`config.mk`:
```
export PLATFORM = sky130hd
export DESIGN_NAME = clut_pixel_to_xrgb_top
export DESIGN_NICKNAME = d
export VERILOG_FILES = /design/src/clut_pkg.sv /design/src/clut_front.sv /design/src/clut_queue.sv /design/src/clut_back.sv /design/src/clut_pixel_to_xrgb_top.sv
export SDC_FILE = /design/constraint.sdc
export NUM_CORES = 2
export LEC_CHECK = 0
export BUFFER_PORTS_ARGS = -buffer_cell sky130_fd_sc_hd__buf_2
export CORE_MARGIN = 3
export CORE_UTILIZATION = 31
export CTS_BUF_LIST = sky130_fd_sc_hd__clkbuf_2
export CTS_CLUSTER_SIZE = 24
export DETAILED_ROUTE_END_ITERATION = 10
export GPL_TIMING_DRIVEN = 0
export PLACE_DENSITY = 0.5
export SLEW_MARGIN = 20
export SYNTH_ARGS = -nofsm -noshare
export SYNTH_HDL_FRONTEND = slang
export SYNTH_HIERARCHICAL = 1
export SYNTH_SLANG_ARGS = --single-unit
```
`constraint.sdc`:
```
create_clock -name clock -period 6.7 [get_ports clock]
set_input_delay 1.005 -clock clock [delete_from_list [all_inputs] [get_ports clock]]
set_output_delay 1.005 -clock clock [all_outputs]
set_load 0.05 [all_outputs]
```
`src/clut_pkg.sv`:
```
// shared types, codes and constants for the colour lookup block
`timescale 1ns / 1ps
package clut_pkg;

   // item kinds on the request channel
   localparam logic [1:0] FUNC_PIXEL = 2'd0;
   localparam logic [1:0] FUNC_TABLE = 2'd1;
   localparam logic [1:0] FUNC_SETUP = 2'd2;

   // colour table select codes
   localparam logic [1:0] SEL_BLUE  = 2'd0;
   localparam logic [1:0] SEL_GREEN = 2'd1;
   localparam logic [1:0] SEL_RED   = 2'd2;

   // register indexes and address decode
   localparam logic REG_LINE_WIDTH = 1'b0;
   localparam logic REG_LINE_COUNT = 1'b1;
   localparam int   CSR_ADDR_W     = 3;

   // reset values and clamp limit of the span registers
   localparam logic [10:0] LINE_WIDTH_RESET = 11'd320;
   localparam logic [10:0] LINE_COUNT_RESET = 11'd240;
   localparam logic [10:0] MAX_SPAN         = 11'd1024;

   // colour table depth and decoupling queue depth (power of two)
   localparam int TABLE_DEPTH_DEFAULT = 32;
   localparam int QUEUE_DEPTH         = 2;

   // one classified beat travelling from front to back
   typedef struct packed {
      logic [1:0]  kind;
      logic [15:0] pixel_word;
      logic [1:0]  table_select;
      logic [4:0]  entry_index;
      logic [7:0]  entry_value;
      logic [31:0] background_word;
      logic        fixed_enable;
      logic        end_of_line;
      logic        end_of_frame;
   } entry_type;

endpackage

```
`src/clut_front.sv`:
```
// front end: accepts request beats, drops unused kinds, tracks column and row
`timescale 1ns / 1ps
module clut_front import clut_pkg::*; (
   input  logic        clock,
   input  logic        reset,
   input  logic        req_valid,
   output logic        req_ready,
   input  logic [1:0]  req_func,
   input  logic [15:0] req_pixel_word,
   input  logic [1:0]  req_table_select,
   input  logic [4:0]  req_entry_index,
   input  logic [7:0]  req_entry_value,
   input  logic [31:0] req_background_word,
   input  logic        req_fixed_enable,
   input  logic [10:0] line_width,
   input  logic [10:0] line_count,
   input  logic        queue_full,
   output logic        push,
   output entry_type   entry
);

   logic [9:0] column_ff, column_in;
   logic [9:0] row_ff, row_in;
   logic [9:0] last_column, last_row;
   logic       accept, is_pixel, eol, eof;

   // register value clamped to 1..1024, minus one
   function automatic logic [9:0] span_last(input logic [10:0] reg_value);
      logic [10:0] less_one;
      less_one = reg_value - 11'd1;
      if (reg_value == 11'd0) begin
         span_last = 10'd0;
      end else if (reg_value > MAX_SPAN) begin
         span_last = 10'd1023;
      end else begin
         span_last = less_one[9:0];
      end
   endfunction

   assign req_ready   = !queue_full;
   assign accept      = req_valid && req_ready;
   assign is_pixel    = (req_func == FUNC_PIXEL);
   assign last_column = span_last(line_width);
   assign last_row    = span_last(line_count);
   assign eol         = (column_ff >= last_column);
   assign eof         = eol && (row_ff >= last_row);

   // only the three defined kinds enter the queue
   assign push = accept &&
      (req_func == FUNC_PIXEL || req_func == FUNC_TABLE || req_func == FUNC_SETUP);

   always_comb begin
      entry.kind            = req_func;
      entry.pixel_word      = req_pixel_word;
      entry.table_select    = req_table_select;
      entry.entry_index     = req_entry_index;
      entry.entry_value     = req_entry_value;
      entry.background_word = req_background_word;
      entry.fixed_enable    = req_fixed_enable;
      entry.end_of_line     = eol;
      entry.end_of_frame    = eof;
   end

   // position counters move on pixel beats only
   always_comb begin
      column_in = column_ff;
      row_in    = row_ff;
      if (accept && is_pixel) begin
         if (eol) begin
            column_in = 10'd0;
            row_in    = eof ? 10'd0 : row_ff + 10'd1;
         end else begin
            column_in = column_ff + 10'd1;
         end
      end
   end

   always_ff @(posedge clock) begin
      if (reset) begin
         column_ff <= 10'd0;
         row_ff    <= 10'd0;
      end else begin
         column_ff <= column_in;
         row_ff    <= row_in;
      end
   end

endmodule

```
`src/clut_queue.sv`:
```
// short first-in first-out queue between front and back
`timescale 1ns / 1ps
module clut_queue import clut_pkg::*; (
   input  logic      clock,
   input  logic      reset,
   input  logic      push,
   input  entry_type push_entry,
   input  logic      pop,
   output entry_type head,
   output logic      empty,
   output logic      full
);

   localparam int PTR_W   = (QUEUE_DEPTH > 1) ? $clog2(QUEUE_DEPTH) : 1;
   localparam int COUNT_W = $clog2(QUEUE_DEPTH + 1);

   entry_type          slot_ff [QUEUE_DEPTH];
   logic [PTR_W-1:0]   wr_ptr_ff, wr_ptr_in;
   logic [PTR_W-1:0]   rd_ptr_ff, rd_ptr_in;
   logic [COUNT_W-1:0] count_ff, count_in;

   assign empty = (count_ff == COUNT_W'(0));
   assign full  = (count_ff == COUNT_W'(QUEUE_DEPTH));
   assign head  = slot_ff[rd_ptr_ff];

   // pointer and fill bookkeeping
   always_comb begin
      wr_ptr_in = push ? wr_ptr_ff + PTR_W'(1) : wr_ptr_ff;
      rd_ptr_in = pop  ? rd_ptr_ff + PTR_W'(1) : rd_ptr_ff;
      count_in  = count_ff;
      if (push && !pop) begin
         count_in = count_ff + COUNT_W'(1);
      end else if (pop && !push) begin
         count_in = count_ff - COUNT_W'(1);
      end
   end

   always_ff @(posedge clock) begin
      if (reset) begin
         wr_ptr_ff <= '0;
         rd_ptr_ff <= '0;
         count_ff  <= '0;
      end else begin
         wr_ptr_ff <= wr_ptr_in;
         rd_ptr_ff <= rd_ptr_in;
         count_ff  <= count_in;
      end
   end

   // payload slots
   always_ff @(posedge clock) begin
      if (push) begin
         slot_ff[wr_ptr_ff] <= push_entry;
      end
   end

endmodule

```
`src/clut_back.sv`:
```
// back end: colour tables, line setup and the registered result stage
`timescale 1ns / 1ps
module clut_back import clut_pkg::*; #(
   parameter int TABLE_DEPTH = TABLE_DEPTH_DEFAULT
) (
   input  logic        clock,
   input  logic        reset,
   input  entry_type   head,
   input  logic        empty,
   output logic        pop,
   output logic        rsp_valid,
   input  logic        rsp_ready,
   output logic [31:0] rsp_xrgb,
   output logic        rsp_end_of_line,
   output logic        rsp_end_of_frame
);

   localparam int IDX_W = $clog2(TABLE_DEPTH);

   logic [7:0]  blue_ff  [TABLE_DEPTH];
   logic [7:0]  green_ff [TABLE_DEPTH];
   logic [7:0]  red_ff   [TABLE_DEPTH];
   logic [31:0] background_ff;
   logic        fixed_ff;
   logic        rsp_valid_ff, rsp_valid_in;
   logic [31:0] xrgb_ff, xrgb_in;
   logic        eol_ff, eof_ff;
   logic        head_pixel, out_free;
   logic [4:0]  blue_c, green_c, red_c;
   logic [IDX_W-1:0] write_idx;

   // 5-bit field widened to 8 bits by repeating its top bits
   function automatic logic [7:0] expand5(input logic [4:0] c);
      expand5 = {c, c[4:2]};
   endfunction

   assign head_pixel = (head.kind == FUNC_PIXEL);
   assign out_free   = !rsp_valid_ff || rsp_ready;
   assign pop        = !empty && (!head_pixel || out_free);
   assign blue_c     = head.pixel_word[4:0];
   assign green_c    = head.pixel_word[9:5];
   assign red_c      = head.pixel_word[14:10];
   assign write_idx  = head.entry_index[IDX_W-1:0];

   // pixel conversion
   always_comb begin
      priority if (head.pixel_word == 16'd0) begin
         xrgb_in = background_ff;
      end else if (fixed_ff && head.pixel_word[15]) begin
         xrgb_in = {8'd0, expand5(red_c), expand5(green_c), expand5(blue_c)};
      end else begin
         xrgb_in = {8'd0, red_ff[red_c[IDX_W-1:0]], green_ff[green_c[IDX_W-1:0]],
                    blue_ff[blue_c[IDX_W-1:0]]};
      end
   end

   // result beat held until taken
   always_comb begin
      rsp_valid_in = rsp_valid_ff && !rsp_ready;
      if (pop && head_pixel) begin
         rsp_valid_in = 1'b1;
      end
   end

   always_ff @(posedge clock) begin
      if (reset) begin
         rsp_valid_ff <= 1'b0;
      end else begin
         rsp_valid_ff <= rsp_valid_in;
      end
   end

   always_ff @(posedge clock) begin
      if (pop && head_pixel) begin
         xrgb_ff <= xrgb_in;
         eol_ff  <= head.end_of_line;
         eof_ff  <= head.end_of_frame;
      end
   end

   // table writes and line setup
   always_ff @(posedge clock) begin
      if (reset) begin
         for (int i = 0; i < TABLE_DEPTH; i++) begin
            blue_ff[i]  <= 8'd0;
            green_ff[i] <= 8'd0;
            red_ff[i]   <= 8'd0;
         end
         background_ff <= 32'd0;
         fixed_ff      <= 1'b0;
      end else if (pop) begin
         if (head.kind == FUNC_TABLE) begin
            if (head.table_select == SEL_BLUE) begin
               blue_ff[write_idx] <= head.entry_value;
            end
            if (head.table_select == SEL_GREEN) begin
               green_ff[write_idx] <= head.entry_value;
            end
            if (head.table_select == SEL_RED) begin
               red_ff[write_idx] <= head.entry_value;
            end
         end
         if (head.kind == FUNC_SETUP) begin
            background_ff <= head.background_word;
            fixed_ff      <= head.fixed_enable;
         end
      end
   end

   assign rsp_valid        = rsp_valid_ff;
   assign rsp_xrgb         = xrgb_ff;
   assign rsp_end_of_line  = eol_ff;
   assign rsp_end_of_frame = eof_ff;

endmodule

```
`src/clut_pixel_to_xrgb_top.sv`:
```
// a pixel beat passes through the queue and then the result register before it is offered
// one beat per cycle on each side if unstalled; table and setup beats take one queue slot
// a two-entry queue parts the front from the result register; a stalled result
// blocks the input only once both queue slots are full
// reset is synchronous and active high: it clears the colour tables, background word,
// fixed flag, position counters and queue, and loads line_width 320 and line_count 240
// top level: register port, front end, queue and back end
`timescale 1ns / 1ps
module clut_pixel_to_xrgb_top import clut_pkg::*; #(
   parameter int TABLE_DEPTH = TABLE_DEPTH_DEFAULT
) (
   input  logic                  clock,
   input  logic                  reset,
   input  logic                  req_valid,
   output logic                  req_ready,
   input  logic [1:0]            req_func,
   input  logic [15:0]           req_pixel_word,
   input  logic [1:0]            req_table_select,
   input  logic [4:0]            req_entry_index,
   input  logic [7:0]            req_entry_value,
   input  logic [31:0]           req_background_word,
   input  logic                  req_fixed_enable,
   output logic                  rsp_valid,
   input  logic                  rsp_ready,
   output logic [31:0]           rsp_xrgb,
   output logic                  rsp_end_of_line,
   output logic                  rsp_end_of_frame,
   input  logic                  csr_psel,
   input  logic                  csr_penable,
   input  logic                  csr_pwrite,
   input  logic [CSR_ADDR_W-1:0] csr_paddr,
   input  logic [31:0]           csr_pwdata,
   output logic [31:0]           csr_prdata,
   output logic                  csr_pready
);

   logic [10:0] line_width_ff;
   logic [10:0] line_count_ff;
   logic        csr_write;
   logic        reg_idx;
   logic        push, pop, empty, full;
   entry_type   push_entry, head;

   // register port
   assign csr_pready = 1'b1;
   assign reg_idx    = csr_paddr[2];
   assign csr_write  = csr_psel && csr_penable && csr_pwrite && csr_pready;

   always_ff @(posedge clock) begin
      if (reset) begin
         line_width_ff <= LINE_WIDTH_RESET;
         line_count_ff <= LINE_COUNT_RESET;
      end else if (csr_write) begin
         if (reg_idx == REG_LINE_WIDTH) begin
            line_width_ff <= csr_pwdata[10:0];
         end
         if (reg_idx == REG_LINE_COUNT) begin
            line_count_ff <= csr_pwdata[10:0];
         end
      end
   end

   always_comb begin
      unique case (reg_idx)
         REG_LINE_WIDTH: csr_prdata = {21'd0, line_width_ff};
         REG_LINE_COUNT: csr_prdata = {21'd0, line_count_ff};
         default:        csr_prdata = 32'd0;
      endcase
   end

   clut_front u_front (
      .clock               (clock),
      .reset               (reset),
      .req_valid           (req_valid),
      .req_ready           (req_ready),
      .req_func            (req_func),
      .req_pixel_word      (req_pixel_word),
      .req_table_select    (req_table_select),
      .req_entry_index     (req_entry_index),
      .req_entry_value     (req_entry_value),
      .req_background_word (req_background_word),
      .req_fixed_enable    (req_fixed_enable),
      .line_width          (line_width_ff),
      .line_count          (line_count_ff),
      .queue_full          (full),
      .push                (push),
      .entry               (push_entry)
   );

   clut_queue u_queue (
      .clock      (clock),
      .reset      (reset),
      .push       (push),
      .push_entry (push_entry),
      .pop        (pop),
      .head       (head),
      .empty      (empty),
      .full       (full)
   );

   clut_back #(
      .TABLE_DEPTH (TABLE_DEPTH)
   ) u_back (
      .clock            (clock),
      .reset            (reset),
      .head             (head),
      .empty            (empty),
      .pop              (pop),
      .rsp_valid        (rsp_valid),
      .rsp_ready        (rsp_ready),
      .rsp_xrgb         (rsp_xrgb),
      .rsp_end_of_line  (rsp_end_of_line),
      .rsp_end_of_frame (rsp_end_of_frame)
   );

endmodule

```
---- Word level (Yosys, flattened, before mapping) ----
Memories as Yosys holds them, arrays and structs flattened. A register that Yosys moved wholly into a read port is not among the register bits.
Cells that the tools add are included.
word-level totals
  register bits after elaboration ......... 114
  logic and storage cells ................. 117
  memories kept ........................... 4
  output and inout bits ................... 69
  bits in writable memories ............... 904
memories
  name             words  width  read ports  clocked after Yosys merged registers in  write ports  RTL line          source
  u_back.blue_ff   32     8      1           0                                        32           clut_back.sv:20   logic [7:0] blue_ff [TABLE_DEPTH];
  u_back.green_ff  32     8      1           0                                        32           clut_back.sv:21   logic [7:0] green_ff [TABLE_DEPTH];
  u_back.red_ff    32     8      1           0                                        32           clut_back.sv:22   logic [7:0] red_ff [TABLE_DEPTH];
  u_queue.slot_ff  2      68     1           1                                        1            clut_queue.sv:17  entry_type slot_ff [QUEUE_DEPTH];
cells by class
  add/sub/neg operators ................... 8
  reduce and logical (&&, ||, !) cells .... 38
  muxes and demuxes ....................... 42
  magnitude comparators ................... 4
  equal/unequal tests ..................... 7
  bitwise logic cells ..................... 1
operator list
  operator                                              count
  case mux 32 bit (2 select lines)                      1
  2-to-1 mux 10 bit                                     6
  2-to-1 mux 32 bit                                     1
  2-to-1 mux 1 bit                                      25
  2-to-1 mux 24 bit                                     1
  2-to-1 mux 8 bit                                      3
  OR reduction 8 bit                                    3
  > comparator 11 bit (second input constant)           2
  zero test 11 bit                                      2
  adder 10 x 1 -> 10 bit (second input constant)        2
  greater-or-equal comparator 10 bit                    2
  subtractor 10 x 1 -> 10 bit (second input constant)   2
  zero test 16 bit                                      1
  2-to-1 mux 5 bit                                      3
  logical AND 1 bit                                     12
  equality test 2 bit (second input constant)           4
  zero test 2 bit                                       4
  AND reduction 2 bit                                   4
  zero test 1 bit                                       7
  equality test 2 x 1 -> 1 bit (second input constant)  3
  logical OR 1 bit                                      4
  2-to-1 mux 2 bit                                      2
  adder 1 bit (second input constant)                   2
  adder 2 x 1 -> 2 bit (second input constant)          1
  other kinds (3)                                       3

---- Logic depth before layout (Yosys ltp) ----
  depth in word-level cells ............... 9
  mapped depth ............................ 16
  gate-level depth less buffers ........... 15

---- By module ----
The synthesis kept the hierarchy.
modules (own cells, without submodules)
  module                  instances  area each (um^2)  cells each
  clut_back               1          38873.5           2678
  clut_queue              1          5202.5            234
  clut_front              1          2419.8            314
  clut_pixel_to_xrgb_top  1          1233.7            127

---- Worst setup path after synthesis ----
Ideal clock, no wire load.
  kind .................................... input-to-reg
  start point ............................. input req_valid
  end point ............................... memory u_queue/slot_ff[0][0] (netlist name) (enable)
  stages on the path ...................... 3
  arrival time ............................ 4.385 ns
  setup time .............................. 0.503 ns
  slack ................................... 1.812 ns
  path buffers ............................ 0
  required time ........................... 6.197 ns
  path through ............................ nand2_1 > a21oi_1 > nor2b_1
between the ends
  word-level cells in the longest chain between the ends .. 4
RTL lines
  what                                    RTL line                      source
  start: declaration                      clut_pixel_to_xrgb_top.sv:14  input logic req_valid,
  logical AND 1 bit                       clut_front.sv:41              assign accept = req_valid && req_ready;
  logical AND 1 bit                       clut_front.sv:49              assign push = accept &&
  named net push                          clut_pixel_to_xrgb_top.sv:41  logic push, pop, empty, full;
  2-to-1 mux 1 bit                        clut_queue.sv:52              if (push) begin
  2-to-1 mux 1 bit (implied by the code)  clut_queue.sv:53              slot_ff[wr_ptr_ff] <= push_entry;
  end: declaration                        clut_queue.sv:17
The timed path passes the listed nets, and every way through them passes these cells.

==> reports/metrics.yaml <==
power_density_nw_per_um2: 299
fin_crit_sh_pct: 71.6
cts_tree: "yes"
final_cell_area_um2: 54900
grt_pass1_wl_um: 219000
report.final.slew_viol_count: 0
cpLargestDelayFamily: "buffers and inverters"
portBuffers: 67
synth_top_area_cell: "edfxtp_1"
pin_count: 177
grt_max_degree: 36
fin_skew_ns: 0.190
ant_nets: 0
critical-path-slowest-cell: "o21ai_0"
setup_viol: 0
required_ns: 7.80
p_leak_nw: 21.1
cp_slowest_stage_delay_ns: 0.97
synth-adder-area-share_pct: 0.655
drt_first_pass_iters: 6
cts_buffer_depth: 4
drive_above_1_share_pct: 26.3
synthesis.area_um2: 47700
ys_ff_latch: 1019
cts_htree_levels: 5
antenna_found_initial: 7
worst_slew_pin_slew_ns: 1.19
synth_xor_area_share_pct: 0.477
initial_core_util_pct: 31.3
drt-initial-drc-count: 2414
relSlewSlack_pct: 19.7
crit_chain: "buf_6, buf_2, mux2_2, buf_2, buf_2, clkbuf_1, mux4_2, nand2_1, nand3_1, a21oi_1, o21ai_0"
yosys-top-cells-area: "edfxtp_1, and2_1, mux4_2"
post_drt_wl_per_cell_um: 25.0
synth_top_family_by_area: "simple AND/OR/NAND/NOR gates"
cts-resized-gates: 0
clk_latency_ns: 1.65
grt_pass1_vias: 30626
drc: 0
crit_fanout: 10
grt_remaining_overflow: 0
syn_inst: 3353
route.vias.total: 30096
hold_class: "primary input to flop"
synth_edf_count: 938
final_hold_viol_count: 0
cts_root_buffer: "clkbuf_2"
synth.distinct_cells: 82
synth_seq_area_share_pct: 62.4
drt-total-wl_um: 153000
worstPathArrival_ns: 5.89
critical_path_class: "flop to flop"
syn_avg_cell_area_um2: 14.2
fmax_mhz: 209
synthFlopType: "edfxtp_1"
final.min_clock_period_ns: 4.79
die_area_um2: 159000
yosys_warnings: 6
synthMuxAreaShare_pct: 11.9
placed_cell_area_um2: 50900
synth-simple-area-share_pct: 17.7
rows: 143
syn2layout_area_growth_pct: 14.9
vdd_drop_max_mv: 0.164
clock_sinks: 1019
place_congestion: 0.917
synth_top_area_share_pct: 59.0
via_per_inst: 4.90
numCtsBuffers: 300
die_h_um: 398
dieWidth_um: 398
crit_buf_inv: 5
final_util_pct: 36.0
postCtsSetupRepairBufs: 0
crit_top_cell: "buf_2"
async_reset_ff_share_pct: 0
status: "finished, final reports clean"
final_common_cell: "edfxtp_1"
grt_use_total_pct: 19.3
cp-start-kind: "flop"
path_clk_slew_ns: 0.10
layout_common_cells: "edfxtp_1, and2_1, clkbuf_2"
synth_compound_area_share_pct: 3.17
coreArea_um2: 152000
dp_hpwl_um: 109000
rsz0062_at_grt: "no"
nets: 4035
drv_cap: 0
critPathCaptureType: "flop"
-- routing by layer --
| layer | global-route usage [%] | share of wire [%] | vias up | routed length (um) |
|---|---|---|---|---|
| li1 | - | - | 13381 | - |
| met1 | 26.0 | 43 | 15286 | 66600 |
| met2 | 30.5 | 47 | 1158 | 71800 |
| met3 | 3.93 | 6.6 | 271 | 10200 |
| met4 | 7.32 | 3.2 | 0 | 4910 |
| met5 | 0 | 0 | - | 0 |
-- flip-flops by register name (all words and copies together), names as in the netlist, 2 cells and up, named ones only --
signal	cells
line_width_ff	11
line_count_ff	11
u_back/rsp_xrgb	32
u_front/column_ff	10
u_back/red_ff	256
u_queue/slot_ff	136
u_front/row_ff	10
u_back/green_ff	256
u_queue/count_ff	2
u_back/blue_ff	256
u_back/background_ff	32
-- worst register-to-register path: stages (launching register included) --
cell,delay [ns]
dfxtp_1,0.34
buf_6,0.10
buf_2,0.41
mux2_2,0.27
buf_2,0.31
buf_2,0.43
clkbuf_1,0.75
mux4_2,0.38
nand2_1,0.06
nand3_1,0.14
a21oi_1,0.13
o21ai_0,0.97
-- worst paths after layout --
path | slack, ns | cells after the start | startpoint | endpoint
setup / recovery | 1.91 | 11 | flop | u_back/rsp_xrgb[17]$_DFFE_PP_
setup reg to reg | 1.91 | 11 | flop | u_back/rsp_xrgb[17]$_DFFE_PP_
hold / removal | 0.27 | 2 | req_entry_index[1] | u_queue/slot_ff[1][44]$_DFFE_PP_
hold reg to reg | 0.46 | 2 | u_back/background_ff[26]$_SDFFE_PP0P_ | u_back/background_ff[26]$_SDFFE_PP0P_
-- cell type report --
| class | instances | area, um^2 |
|---|---|---|
| diodes | 10 | 25.0 |
| repair buffers | 227 | 1980 |
| well taps | 2030 | 2540 |
| clock inverters | 49 | 240 |
| fillers | 15010 | 97600 |
| flip-flops and latches | 1019 | 29800 |
| inverters | 16 | 60.1 |
| plain buffers | 306 | 1700 |
| clock buffers | 448 | 2240 |
| multi-input cells | 2032 | 16300 |
-- power by group --
group,total [mW],leakage [nW],switching [mW],internal [mW]
logic,4.44,8.93,3.03,1.41
registers,7.45,10.2,0.136,7.32
clock network,4.48,1.98,2.65,1.82
-- synth_stat cells, drive strengths merged (43+ instances only) --
master  instances
or2           101
buf           164
a22oi          47
nor2          167
mux2i          73
and2          784
edfxtp        938
nand2         172
mux2           87
dfxtp          81
a21oi          67
mux4          173
nand3          43
clkbuf        142
-- stage by stage --
step           worst slack, ns  total power, mW  std cells  setup TNS, ns  hold slack (ns)
2_1_floorplan             1.81             10.1       3373              0            0.432
3_3_place_gp             -4.80             11.9       5470        -268.58            0.439
3_5_place_dp              1.80             12.0       5482              0            0.443
4_1_cts                   1.60             16.6       6127              0          0.00879
5_1_grt                   1.77             17.1       6134              0           0.0595
6_report                  1.91             16.4       6137              0            0.266
-- cells by family (layout without fill, tap and decap cells) --
| group | count (synthesis) | count (layout) |
|---|---|---|
| fa+ha+maj | 25 | 25 |
| buf+inv | 322 | 1046 |
| mux | 333 | 333 |
| xor+xnor | 26 | 26 |
| flops | 1019 | 1019 |
| simple gates | 1408 | 1408 |
| other cells | 2 | 32 |
| compound gates | 218 | 218 |
-- repair_timing --
item | 4_1_cts | 5_1_grt
endpoints found under the hold margin | 201 | 0
hold buffers | 148 | 0
setup endpoints to repair | 0 | 0
Power figures use the tool's default switching activity.
